[src/sv/rspr_pkg.sv]
`timescale 1ns / 1ps
// rspr_pkg: types, codes and helpers shared by the packet receiver modules.
// No dependencies.
package rspr_pkg;

  localparam int BUF_SIZE_DEF = 1024;

  localparam int BYTE_W = 8;
  localparam int KIND_W = 3;
  localparam int IDX_W  = 10;
  localparam int LEN_W  = 10;

  localparam logic [BYTE_W-1:0] CH_DOLLAR = 8'h24;
  localparam logic [BYTE_W-1:0] CH_HASH   = 8'h23;
  localparam logic [BYTE_W-1:0] CH_COLON  = 8'h3A;
  localparam logic [BYTE_W-1:0] BAD_DIGIT = 8'hFF;

  typedef enum logic [1:0] {
    PH_WAIT = 2'd0,
    PH_BODY = 2'd1,
    PH_HIGH = 2'd2,
    PH_LOW  = 2'd3
  } phase_t;

  typedef enum logic [KIND_W-1:0] {
    KIND_BYTE     = 3'd0,
    KIND_ACK      = 3'd1,
    KIND_NACK     = 3'd2,
    KIND_RESTART  = 3'd3,
    KIND_OVERFLOW = 3'd4
  } kind_t;

  typedef struct packed {
    kind_t             kind;
    logic [BYTE_W-1:0] data_byte;
    logic [IDX_W-1:0]  byte_index;
    logic [LEN_W-1:0]  payload_length;
    logic              seq_present;
    logic [BYTE_W-1:0] seq_first;
    logic [BYTE_W-1:0] seq_second;
    logic              last;
  } rspr_result_t;

  // vld: the byte yields a result; ovf: an overflow result follows it
  typedef struct packed {
    logic         vld;
    logic         ovf;
    rspr_result_t res;
  } rspr_emit_t;

  // hex digit value, all ones for a non-hex character
  function automatic logic [BYTE_W-1:0] digit_value(input logic [BYTE_W-1:0] c);
    logic [BYTE_W-1:0] v;
    v = BAD_DIGIT;
    if (c >= 8'h61 && c <= 8'h66) begin
      v = c - 8'h57;
    end else if (c >= 8'h41 && c <= 8'h46) begin
      v = c - 8'h37;
    end else if (c >= 8'h30 && c <= 8'h39) begin
      v = c - 8'h30;
    end
    return v;
  endfunction

endpackage

[src/sv/rspr_parser.sv]
`timescale 1ns / 1ps
// rspr_parser: framing state machine, running checksum and sequence capture.
// Depends on rspr_pkg.
module rspr_parser #(
  parameter int BUF_SIZE = rspr_pkg::BUF_SIZE_DEF
) (
  input  logic                      clk,
  input  logic                      rst_n,
  input  logic [rspr_pkg::BYTE_W-1:0] rx_byte,
  input  logic                      step,
  output rspr_pkg::rspr_emit_t      emit
);
  import rspr_pkg::*;

  localparam int CNT_W = $clog2(BUF_SIZE);
  localparam logic [CNT_W-1:0] CNT_LIMIT = CNT_W'(BUF_SIZE - 1);

  phase_t            phase_r, phase_nxt;
  logic [BYTE_W-1:0] sum_r, sum_nxt;
  logic [CNT_W-1:0]  cnt_r, cnt_nxt;
  logic [BYTE_W-1:0] first_r, first_nxt;
  logic [BYTE_W-1:0] second_r, second_nxt;
  logic              colon_r, colon_nxt;
  logic [BYTE_W-1:0] high_r, high_nxt;

  logic [CNT_W-1:0]  cnt_inc;
  logic [BYTE_W-1:0] digit;
  logic [BYTE_W-1:0] expect_sum;
  logic              seq_ok;

  always_ff @(posedge clk) begin
    if (!rst_n) begin
      phase_r  <= PH_WAIT;
      sum_r    <= '0;
      cnt_r    <= '0;
      first_r  <= '0;
      second_r <= '0;
      colon_r  <= 1'b0;
      high_r   <= '0;
    end else if (step) begin
      phase_r  <= phase_nxt;
      sum_r    <= sum_nxt;
      cnt_r    <= cnt_nxt;
      first_r  <= first_nxt;
      second_r <= second_nxt;
      colon_r  <= colon_nxt;
      high_r   <= high_nxt;
    end
  end

  assign cnt_inc    = cnt_r + CNT_W'(1);
  assign digit      = digit_value(rx_byte);
  assign expect_sum = high_r + digit;
  assign seq_ok     = (cnt_r >= CNT_W'(3)) && colon_r;

  always_comb begin
    phase_nxt  = phase_r;
    sum_nxt    = sum_r;
    cnt_nxt    = cnt_r;
    first_nxt  = first_r;
    second_nxt = second_r;
    colon_nxt  = colon_r;
    high_nxt   = high_r;

    emit                    = '0;
    emit.res.kind           = KIND_BYTE;
    emit.res.last           = 1'b1;

    unique case (phase_r)
      PH_WAIT: begin
        if (rx_byte == CH_DOLLAR) begin
          phase_nxt = PH_BODY;
          sum_nxt   = '0;
          cnt_nxt   = '0;
          colon_nxt = 1'b0;
        end
      end
      PH_BODY: begin
        if (rx_byte == CH_DOLLAR) begin
          emit.vld                = 1'b1;
          emit.res.kind           = KIND_RESTART;
          emit.res.payload_length = LEN_W'(cnt_r);
          sum_nxt   = '0;
          cnt_nxt   = '0;
          colon_nxt = 1'b0;
        end else if (rx_byte == CH_HASH) begin
          phase_nxt = PH_HIGH;
        end else begin
          sum_nxt = sum_r + rx_byte;
          cnt_nxt = cnt_inc;
          if (cnt_r == CNT_W'(0)) begin
            first_nxt = rx_byte;
          end else if (cnt_r == CNT_W'(1)) begin
            second_nxt = rx_byte;
          end else if (cnt_r == CNT_W'(2)) begin
            colon_nxt = (rx_byte == CH_COLON);
          end
          emit.vld            = 1'b1;
          emit.res.data_byte  = rx_byte;
          emit.res.byte_index = IDX_W'(cnt_r);
          if (cnt_inc == CNT_LIMIT) begin
            emit.ovf      = 1'b1;
            emit.res.last = 1'b0;
            phase_nxt     = PH_WAIT;
          end
        end
      end
      PH_HIGH: begin
        high_nxt  = {digit[3:0], 4'h0};
        phase_nxt = PH_LOW;
      end
      PH_LOW: begin
        phase_nxt               = PH_WAIT;
        emit.vld                = 1'b1;
        emit.res.payload_length = LEN_W'(cnt_r);
        if (expect_sum == sum_r) begin
          emit.res.kind        = KIND_ACK;
          emit.res.seq_present = seq_ok;
          emit.res.seq_first   = seq_ok ? first_r : '0;
          emit.res.seq_second  = seq_ok ? second_r : '0;
        end else begin
          emit.res.kind = KIND_NACK;
        end
      end
      default: begin
        phase_nxt = PH_WAIT;
      end
    endcase
  end

  a_body_below_limit: assert property (@(posedge clk) disable iff (!rst_n)
    (phase_r == PH_BODY) |-> (cnt_r < CNT_LIMIT))
    else $error("body byte count reached the limit without abandon");

endmodule

[src/sv/rspr_out_stage.sv]
`timescale 1ns / 1ps
// rspr_out_stage: result register with a pending overflow result behind it.
// Depends on rspr_pkg.
module rspr_out_stage #(
  parameter int BUF_SIZE = rspr_pkg::BUF_SIZE_DEF
) (
  input  logic                   clk,
  input  logic                   rst_n,
  input  rspr_pkg::rspr_emit_t   emit,
  input  logic                   load,
  output logic                   take,
  output logic                   out_valid,
  input  logic                   out_ready,
  output rspr_pkg::rspr_result_t res
);
  import rspr_pkg::*;

  logic         vld_r;
  logic         ovf_pend_r;
  rspr_result_t res_r;
  rspr_result_t ovf_res;

  always_comb begin
    ovf_res                = '0;
    ovf_res.kind           = KIND_OVERFLOW;
    ovf_res.payload_length = LEN_W'(BUF_SIZE - 1);
    ovf_res.last           = 1'b1;
  end

  assign take      = !vld_r || (out_ready && !ovf_pend_r);
  assign out_valid = vld_r;
  assign res       = res_r;

  always_ff @(posedge clk) begin
    if (!rst_n) begin
      vld_r      <= 1'b0;
      ovf_pend_r <= 1'b0;
    end else if (load) begin
      vld_r      <= 1'b1;
      ovf_pend_r <= emit.ovf;
    end else if (vld_r && out_ready) begin
      vld_r      <= ovf_pend_r;
      ovf_pend_r <= 1'b0;
    end
  end

  always_ff @(posedge clk) begin
    if (load) begin
      res_r <= emit.res;
    end else if (vld_r && out_ready && ovf_pend_r) begin
      res_r <= ovf_res;
    end
  end

  a_pend_needs_valid: assert property (@(posedge clk) disable iff (!rst_n)
    ovf_pend_r |-> vld_r)
    else $error("overflow pending with no result held");

  a_pend_behind_byte: assert property (@(posedge clk) disable iff (!rst_n)
    ovf_pend_r |-> (res_r.kind == KIND_BYTE && !res_r.last))
    else $error("overflow pending behind a non-payload result");

  a_no_load_when_full: assert property (@(posedge clk) disable iff (!rst_n)
    load |-> take)
    else $error("result register overwritten");

endmodule

[src/sv/rsp_packet_receiver.sv]
`timescale 1ns / 1ps
// rsp_packet_receiver: top level, input register feeding the parser and result register.
// Depends on rspr_pkg, rspr_parser and rspr_out_stage.
//
//  channel | ports                          | direction
//  --------+--------------------------------+----------
//  input   | in_valid, in_ready, in_rx_byte  | in
//  result  | out_valid, out_ready, out_*     | out
//
// One byte is taken per cycle unless the result stalls; input and result are registered.
// A byte that ends a full buffer yields two transactions, the second one
// once the first has been accepted on the result channel.
// A stalled result keeps one byte waiting in the input register.
// Synchronous active-low reset returns the receiver to waiting for a start byte.
module rsp_packet_receiver #(
  parameter int BUF_SIZE = rspr_pkg::BUF_SIZE_DEF
) (
  input  logic                        clk,
  input  logic                        rst_n,
  input  logic                        in_valid,
  output logic                        in_ready,
  input  logic [rspr_pkg::BYTE_W-1:0] in_rx_byte,
  output logic                        out_valid,
  input  logic                        out_ready,
  output logic [rspr_pkg::KIND_W-1:0] out_kind,
  output logic [rspr_pkg::BYTE_W-1:0] out_data_byte,
  output logic [rspr_pkg::IDX_W-1:0]  out_byte_index,
  output logic [rspr_pkg::LEN_W-1:0]  out_payload_length,
  output logic                        out_seq_present,
  output logic [rspr_pkg::BYTE_W-1:0] out_seq_first,
  output logic [rspr_pkg::BYTE_W-1:0] out_seq_second,
  output logic                        out_last
);
  import rspr_pkg::*;

  logic [BYTE_W-1:0] byte_r;
  logic              vld_r;
  logic              advance;
  logic              take;
  rspr_emit_t        emit;
  rspr_result_t      res;

  assign advance  = vld_r && (!emit.vld || take);
  assign in_ready = !vld_r || advance;

  always_ff @(posedge clk) begin
    if (!rst_n) begin
      vld_r <= 1'b0;
    end else if (in_valid && in_ready) begin
      vld_r <= 1'b1;
    end else if (advance) begin
      vld_r <= 1'b0;
    end
  end

  always_ff @(posedge clk) begin
    if (in_valid && in_ready) begin
      byte_r <= in_rx_byte;
    end
  end

  rspr_parser #(
    .BUF_SIZE(BUF_SIZE)
  ) u_parser (
    .clk    (clk),
    .rst_n  (rst_n),
    .rx_byte(byte_r),
    .step   (advance),
    .emit   (emit)
  );

  rspr_out_stage #(
    .BUF_SIZE(BUF_SIZE)
  ) u_out (
    .clk      (clk),
    .rst_n    (rst_n),
    .emit     (emit),
    .load     (advance && emit.vld),
    .take     (take),
    .out_valid(out_valid),
    .out_ready(out_ready),
    .res      (res)
  );

  assign out_kind           = res.kind;
  assign out_data_byte      = res.data_byte;
  assign out_byte_index     = res.byte_index;
  assign out_payload_length = res.payload_length;
  assign out_seq_present    = res.seq_present;
  assign out_seq_first      = res.seq_first;
  assign out_seq_second     = res.seq_second;
  assign out_last           = res.last;

  a_held_byte_kept: assert property (@(posedge clk) disable iff (!rst_n)
    (vld_r && !advance) |=> (vld_r && $stable(byte_r)))
    else $error("waiting input byte lost");

endmodule
[config.mk]
export PLATFORM = sky130hd
export DESIGN_NAME = rsp_packet_receiver
export DESIGN_NICKNAME = d
export VERILOG_FILES = /design/src/sv/rspr_pkg.sv /design/src/sv/rspr_parser.sv /design/src/sv/rspr_out_stage.sv /design/src/sv/rsp_packet_receiver.sv
export SDC_FILE = /design/constraint.sdc
export NUM_CORES = 1
export LEC_CHECK = 0
export BUFFER_PORTS_ARGS = -buffer_cell sky130_fd_sc_hd__buf_2
export CELL_PAD_IN_SITES_DETAIL_PLACEMENT = 1
export CELL_PAD_IN_SITES_GLOBAL_PLACEMENT = 1
export CORE_ASPECT_RATIO = 0.8
export CORE_MARGIN = 1.5
export CORE_UTILIZATION = 45
export CTS_BUF_LIST = sky130_fd_sc_hd__clkbuf_4 sky130_fd_sc_hd__clkbuf_8 sky130_fd_sc_hd__clkbuf_16
export CTS_CLUSTER_DIAMETER = 200
export DETAILED_ROUTE_END_ITERATION = 7
export GPL_ROUTABILITY_DRIVEN = 0
export MAX_ROUTING_LAYER = met4
export PLACE_DENSITY = 0.84
export SLEW_MARGIN = 20
export SYNTH_ARGS = -nofsm -noshare
export SYNTH_HDL_FRONTEND = slang
export SYNTH_HIERARCHICAL = 1
export SYNTH_SLANG_ARGS = --single-unit
export TNS_END_PERCENT = 10
[constraint.sdc]
create_clock -name clk -period 5.8 [get_ports clk]
set_clock_uncertainty 0.05 [all_clocks]
set_input_delay 0.58 -clock clk [delete_from_list [all_inputs] [get_ports clk]]
set_output_delay 0.58 -clock clk [all_outputs]
set_load 0.02 [all_outputs]
### Yosys cells after proc, flatten, opt, wreduce, memory -nomap -nowiden

Index checks and enable logic that the tools add are counted.

| cells by class | value |
|---|---|
| magnitude comparators | 7 |
| bitwise logic cells | 3 |
| mux-type cells | 53 |
| reductions and logical operators | 29 |
| $add $sub $neg | 6 |
| equality and inequality tests | 17 |

Operator list:

| operator | number |
|---|---|
| 49-bit two-way mux | 2 |
| 8-bit two-way mux | 8 |
| 18-bit two-way mux | 3 |
| 10-bit two-way mux | 4 |
| 10-bit case mux with 2 select lines | 2 |
| 17-bit two-way mux | 2 |
| 8-bit by 6-bit equality test with 1-bit output, second input constant | 3 |
| 1-bit two-way mux | 20 |
| 8-bit adder | 2 |
| 8-bit by 7-bit greater-or-equal comparator with 1-bit output, second input constant | 2 |
| 8-bit by 7-bit <= comparator with 1-bit output, second input constant | 2 |
| 8-bit case mux with 2 select lines | 1 |
| 8-bit by 6-bit subtractor with 8-bit output, second input constant | 2 |
| 2-bit two-way mux | 7 |
| 10-bit by 1-bit adder with 10-bit output, second input constant | 1 |
| 10-bit by 1-bit equality test with 1-bit output, second input constant | 1 |
| 10-bit equality test, second input constant | 1 |
| 10-bit by 2-bit equality test with 1-bit output, second input constant | 1 |
| 10-bit by 2-bit greater-or-equal comparator with 1-bit output, second input constant | 1 |
| 1-bit logical AND | 10 |
| 10-bit zero test | 1 |
| 3-bit by 2-bit != test with 1-bit output, second input constant | 3 |
| 8-bit equality test | 1 |
| 8-bit by 6-bit greater-or-equal comparator with 1-bit output, second input constant | 1 |
| 20 further kinds | 34 |

| word-level totals | value |
|---|---|
| input port bits | 12 |
| logic and storage cells | 134 |
| register bits | 101 |

### Longest topological paths before layout

| logic depth | value |
|---|---|
| depth in word-level cells | 12 |
| mapped depth | 20 |
| mapped depth without buffers | 18 |

### Cells and area by module

The synthesis kept the hierarchy.

By module, submodules not included:

| module | area each (sq um) | cells an instance | sequential area each (sq um) | times used |
|---|---|---|---|---|
| rspr_parser | 3583.4 | 444 | 820.8 | 1 |
| rspr_out_stage | 1910.6 | 115 | 1511.4 | 1 |
| rsp_packet_receiver | 322.8 | 16 | 260.2 | 1 |

### Worst setup path after synthesis

OpenSTA, ideal clock, no wires.

| timing path | value |
|---|---|
| kind | flip-flop to flip-flop |
| from | register byte_r[1] |
| to | register u_out.res_r (netlist bit u_out/res[13]), data pin |
| buffers on the path | 2 |
| cell stages (with the launch flop) | 20 |
| slack | 1.344 ns |
| setup time | 0.129 ns |
| data arrival time | 4.277 ns |
| path through | edfxtp_1 > clkbuf_1 > inv_1 > ha_1 > or4b_4 > a311oi_2 > a2bb2oi_2 > or2_2 > nand2_1 > a21oi_1 > ha_1 > fa_1 > xnor2_1 > nand4_1 > a21oi_1 > o2111a_2 > nand2_4 > buf_8 > nor4b_2 > and2_2 |

RTL lines:

| item | line | source |
|---|---|---|
| start: declaration | rsp_packet_receiver.sv:36 | `logic [BYTE_W-1:0] byte_r;` |
| start signal: assignment | rsp_packet_receiver.sv:58 | `byte_r <= in_rx_byte;` |
| end signal: assignment | rspr_out_stage.sv:49 | `res_r <= emit.res;` |
| end signal: assignment | rspr_out_stage.sv:51 | `res_r <= ovf_res;` |
| end: declaration | rspr_out_stage.sv:20 | `rspr_result_t res_r;` |

==> flow_summary.html <==
<table>
<tr><th>Metric</th><th>Value</th></tr>
<tr><th colspan="2">Setup path</th></tr>
<tr><td>Kind of start point of the critical path</td><td>flop</td></tr>
<tr><td>Worst path max stage delay</td><td>0.77 ns</td></tr>
<tr><td>Setup CP Type</td><td>flop to flop</td></tr>
<tr><td>Data arrival, critical path</td><td>5.47 ns</td></tr>
<tr><td>Critical path data required time</td><td>5.86 ns</td></tr>
<tr><td>Max stage delay cell, worst path</td><td>sky130_fd_sc_hd__edfxtp_1</td></tr>
<tr><td>Family with the most delay on the worst path</td><td>compound AO/OA/AOI/OAI gates</td></tr>
<tr><td>Max Fanout on Critical Path</td><td>17</td></tr>
<tr><td>Buf+Inv Stages, Crit Path</td><td>1</td></tr>
<tr><td>Worst setup EP type</td><td>flop</td></tr>
<tr><td>Cell-by-cell listing of the critical path</td><td>inv_1, ha_1, or4b_4, a311oi_2, a2bb2oi_2, or2_2, nand2_1, a21oi_1, ha_1, a21o_1, a21oi_1, xnor2_1, xnor2_1, o21ai_2, mux2i_4, nor4b_1, and2_2</td></tr>
<tr><th colspan="2">Synth</th></tr>
<tr><td>Synthesis-stage register bit count</td><td>101</td></tr>
<tr><td>Post-synth top area cell</td><td>sky130_fd_sc_hd__edfxtp_1</td></tr>
<tr><td>XOR/XNOR share of the synthesized area</td><td>0.0301</td></tr>
<tr><td>Net count after synthesis</td><td>614</td></tr>
<tr><td>Fraction of the mapped netlist area in adder cells</td><td>0.0607</td></tr>
<tr><td>Synth area leaders</td><td>sky130_fd_sc_hd__edfxtp_1 (29%), sky130_fd_sc_hd__dfxtp_1 (15%), sky130_fd_sc_hd__and2_1 (6.8%)</td></tr>
<tr><td>Mux cell area share after synthesis</td><td>0.0176</td></tr>
<tr><td>Area share of the leading cell type in the synthesized netlist</td><td>0.294</td></tr>
<tr><td>Synth Area per Inst</td><td>10.1 µm²</td></tr>
<tr><td>Main combinational cell family by area after synthesis</td><td>simple AND/OR/NAND/NOR gates</td></tr>
<tr><td>Number of enable flip-flop cells after synthesis</td><td>57</td></tr>
<tr><td>Async set-reset flop share out of synthesis</td><td>0</td></tr>
<tr><td>Proportion of synthesized chip area in sequential cells</td><td>0.446</td></tr>
<tr><td>Most frequently used flop master after synthesis</td><td>sky130_fd_sc_hd__edfxtp_1</td></tr>
<tr><td>Synth Warn #</td><td>6</td></tr>
<tr><td>Number of unique standard cell types used by synthesis</td><td>71</td></tr>
<tr><td>Synthesized instance count</td><td>approximately 580</td></tr>
<tr><td>Compound-Gate Fraction of Synth Area</td><td>0.138</td></tr>
<tr><td>Basic-gate share of the synthesized area counting and, or, nand and nor cells</td><td>0.263</td></tr>
<tr><td>Netlist area before placement</td><td>5820 µm²</td></tr>
<tr><th colspan="2">Detailed routing</th></tr>
<tr><td>Vias post-DR</td><td>4448</td></tr>
<tr><td>Via count normalized by instance count</td><td>5.66</td></tr>
<tr><td>Post-route ant nets</td><td>0</td></tr>
<tr><td>Aggregate routed wire length</td><td>around 15 mm</td></tr>
<tr><td>Violation count after the first detailed-routing iteration</td><td>about 190</td></tr>
<tr><td>Total DRC errors in the routed layout</td><td>0</td></tr>
<tr><td>Total iterations of the first detailed-routing run</td><td>5</td></tr>
<tr><td>Wirelength per Cell</td><td>about 19 µm</td></tr>
<tr><th colspan="2">Global route</th></tr>
<tr><td>Pin count of the biggest net entering global routing</td><td>52</td></tr>
<tr><td>Leftover overflow at the end of global routing</td><td>0</td></tr>
<tr><td>Global-route wire length before repair</td><td>24.2 mm</td></tr>
<tr><td>Via count of the first global-routing pass</td><td>between 4000 and 5000</td></tr>
<tr><td>Antenna violations before repair</td><td>0</td></tr>
<tr><td>Global routing usage summed across all routing layers</td><td>0.236</td></tr>
<tr><th colspan="2">Cells and area</th></tr>
<tr><td>Number of diodes added for antenna fixing</td><td>0</td></tr>
<tr><td>Layout overhead on the synthesized area</td><td>11.4%</td></tr>
<tr><td>Fill cell count</td><td>1390</td></tr>
<tr><td>Final Net Count</td><td>approximately 650</td></tr>
<tr><td>Final design utilization</td><td>0.523</td></tr>
<tr><td>Share of post-route cells with drive strength above 1</td><td>0.185</td></tr>
<tr><th colspan="2">Clocking</th></tr>
<tr><td>CTS tree</td><td>built</td></tr>
<tr><td>Gates resized, CTS repair</td><td>0</td></tr>
<tr><td>Buffer cell driving the clock tree root</td><td>sky130_fd_sc_hd__clkbuf_16</td></tr>
<tr><td>Maximum root-to-sink buffer count</td><td>2</td></tr>
<tr><td>Reg clk slew, reported paths</td><td>0.07 ns</td></tr>
<tr><td>Num Clock Sinks</td><td>~100</td></tr>
<tr><td>Number of H-tree levels</td><td>3</td></tr>
<tr><td>Worst-skew pair later-pin latency</td><td>0.36 ns</td></tr>
<tr><td>Post-CTS Setup Inserts</td><td>0</td></tr>
<tr><td>Hold bufs inserted after CTS</td><td>0</td></tr>
<tr><td>Number of CTS-inserted buffers</td><td>9</td></tr>
<tr><th colspan="2">Timing</th></tr>
<tr><td>Peak clock frequency supported by timing</td><td>185 MHz</td></tr>
<tr><td>Final TNS setup</td><td>0 ns</td></tr>
<tr><td>Part of the cycle the worst path needs</td><td>0.932</td></tr>
<tr><td>Final Hold Vio Count</td><td>0</td></tr>
<tr><td>Slew at the pin with the worst max-slew slack</td><td>just over 0.8 ns</td></tr>
<tr><td>Setup slack of the critical path after layout</td><td>~0.39 ns</td></tr>
<tr><td>Final worst path period need</td><td>about 5.4 ns</td></tr>
<tr><td>Setup Viol. Count Final</td><td>0</td></tr>
<tr><td>Total count of max-transition violations in the final report</td><td>0</td></tr>
<tr><td>Worst slew margin</td><td>0.463</td></tr>
<tr><td>Setup repair after global routing missed its margin</td><td>false</td></tr>
<tr><th colspan="2">Hold path</th></tr>
<tr><td>Path type of the worst min-delay path</td><td>input pin to flop</td></tr>
<tr><th colspan="2">Die</th></tr>
<tr><td>Total die area</td><td>13600 µm²</td></tr>
<tr><td>Starting density of the core</td><td>0.470</td></tr>
<tr><td>Core Region</td><td>roughly 12000 µm²</td></tr>
<tr><td>Chip width</td><td>130 µm</td></tr>
<tr><td>Number of rows created at floorplan</td><td>36</td></tr>
<tr><td>Die height</td><td>105 µm</td></tr>
<tr><td>IO Pins</td><td>63</td></tr>
<tr><th colspan="2">Status</th></tr>
<tr><td>Status</td><td>finished clean</td></tr>
<tr><th colspan="2">Run</th></tr>
<tr><td>Number of max-cap violations</td><td>0</td></tr>
<tr><th colspan="2">Power and ir drop</th></tr>
<tr><td>Post-layout total power</td><td>approximately 1.5 mW</td></tr>
<tr><td>IR drop worst, VDD</td><td>0.218 mV</td></tr>
<tr><td>Leak</td><td>2.58 nW</td></tr>
<tr><td>Power Density</td><td>230 nW/µm²</td></tr>
<tr><th colspan="2">Place</th></tr>
<tr><td>Estimated wirelength of the detail-placed design</td><td>approximately 11 mm</td></tr>
<tr><td>Worst slack after detailed placement</td><td>0.552 ns</td></tr>
<tr><td>Number of port buffers</td><td>62</td></tr>
</table>
-- synth_stat cells (all sizes together) (4+ instances only) --
library cell and count:
o21ai 18, o211ai 6, nor4b 18, nand3b 7
and3 11, nor2b 20, nand4 4, a21boi 26
edfxtp 57, nor2 25, a22oi 8, nand2 43
xnor2 17, ha 25, dfxtp 44, a21oi 17
nand3 13, a21o 4, o21bai 4, o22ai 4
buf 7, nand2b 14, clkbuf 32, mux2i 9
and2 71, or3 4, nor3 7, inv 18
-- sequential cells by signal, summed over array words and instances, names as in the netlist, named ones only --
signal             flops
u_parser/high_r        4
byte_r                 8
vld_r                  1
u_parser/colon_r       1
u_parser/first_r       8
u_out/ovf_pend_r       1
u_parser/phase_r       1
u_out/res             49
u_parser/cnt_r        10
u_parser/second_r      8
u_parser/sum_r         8
u_out/out_valid        1
-- per-layer routing --
metal  global-route usage  vias up  share of wire
li1                     -     2093              -
met1                0.291     2243           0.47
met2                0.388       98           0.48
met3               0.0533       14          0.037
met4               0.0635        0          0.012
met5                    -        -              0
-- logic make-up after synthesis --
kind of cell,Yosys count
compound gates,111
xor+xnor,20
fa+ha+maj,27
buf+inv,57
flops,101
mux,9
other cells,1
simple gates,249
-- power by group --
part	switching [mW]	internal (mW)	total, mW
combinational	0.0491	0.0348	0.0839
clock	0.281	0.347	0.628
sequential	0.0226	0.755	0.777
-- cells in the final DEF (no fill, tap or decap), types with 8 or more instances in the layout --
cell type and n:
sky130_fd_sc_hd__a21boi_0 24, sky130_fd_sc_hd__a21oi_1 17, sky130_fd_sc_hd__a22oi_1 8, sky130_fd_sc_hd__and2_1 63, sky130_fd_sc_hd__and3_1 10, sky130_fd_sc_hd__buf_2 62
sky130_fd_sc_hd__clkbuf_16 9, sky130_fd_sc_hd__dfxtp_1 44, sky130_fd_sc_hd__edfxtp_1 57, sky130_fd_sc_hd__ha_1 25, sky130_fd_sc_hd__inv_1 18, sky130_fd_sc_hd__mux2i_1 8
sky130_fd_sc_hd__nand2_1 41, sky130_fd_sc_hd__nand2b_1 14, sky130_fd_sc_hd__nand3_1 13, sky130_fd_sc_hd__nor2_1 24, sky130_fd_sc_hd__nor2b_1 20, sky130_fd_sc_hd__nor4b_1 9
sky130_fd_sc_hd__nor4b_2 9, sky130_fd_sc_hd__o21ai_0 15, sky130_fd_sc_hd__xnor2_1 17
-- path summary, 6_finish.rpt --
kind | startpoint | end | slack [ns] | depth (start not counted)
hold / removal | in_rx_byte[7] | byte_r[7]$_DFFE_PP_ | 0.35 | 1
hold reg to reg | u_parser/second_r[4]$_SDFFE_PN0P_ | u_parser/second_r[4]$_SDFFE_PN0P_ | 0.42 | 2
setup reg to reg | byte_r[1]$_DFFE_PP_ | u_out/res[1]$_SDFFCE_PN0P_ | 0.39 | 17
setup / recovery | byte_r[1]$_DFFE_PP_ | u_out/res[1]$_SDFFCE_PN0P_ | 0.39 | 17
-- final cells by class --
| class | instances | area (µm²) | share of cell area |
|---|---|---|---|
| Clock inverter | 6 | 80.1 | 0.0124 |
| Tap cell | 171 | 214 | 0.0330 |
| Multi-Input combinational cell | 417 | 2970 | 0.459 |
| Sequential cell | 101 | 2590 | 0.400 |
| Timing Repair Buffer | 63 | 318 | 0.0491 |
| Inverter | 18 | 67.6 | 0.0104 |
| Clock buffer | 10 | 233 | 0.0359 |
-- per-stage QoR --
step / std cells / instance area [µm²] / hold WS (ns)
2_1_floorplan: 575 / 5820 / 0.386
3_3_place_gp: 770 / 6160 / 0.403
3_5_place_dp: 770 / 6160 / 0.405
4_1_cts: 786 / 6470 / 0.335
5_1_grt: 786 / 6480 / 0.339
6_report: 786 / 6480 / 0.348
No activity file was read; power rests on OpenSTA's default activity.
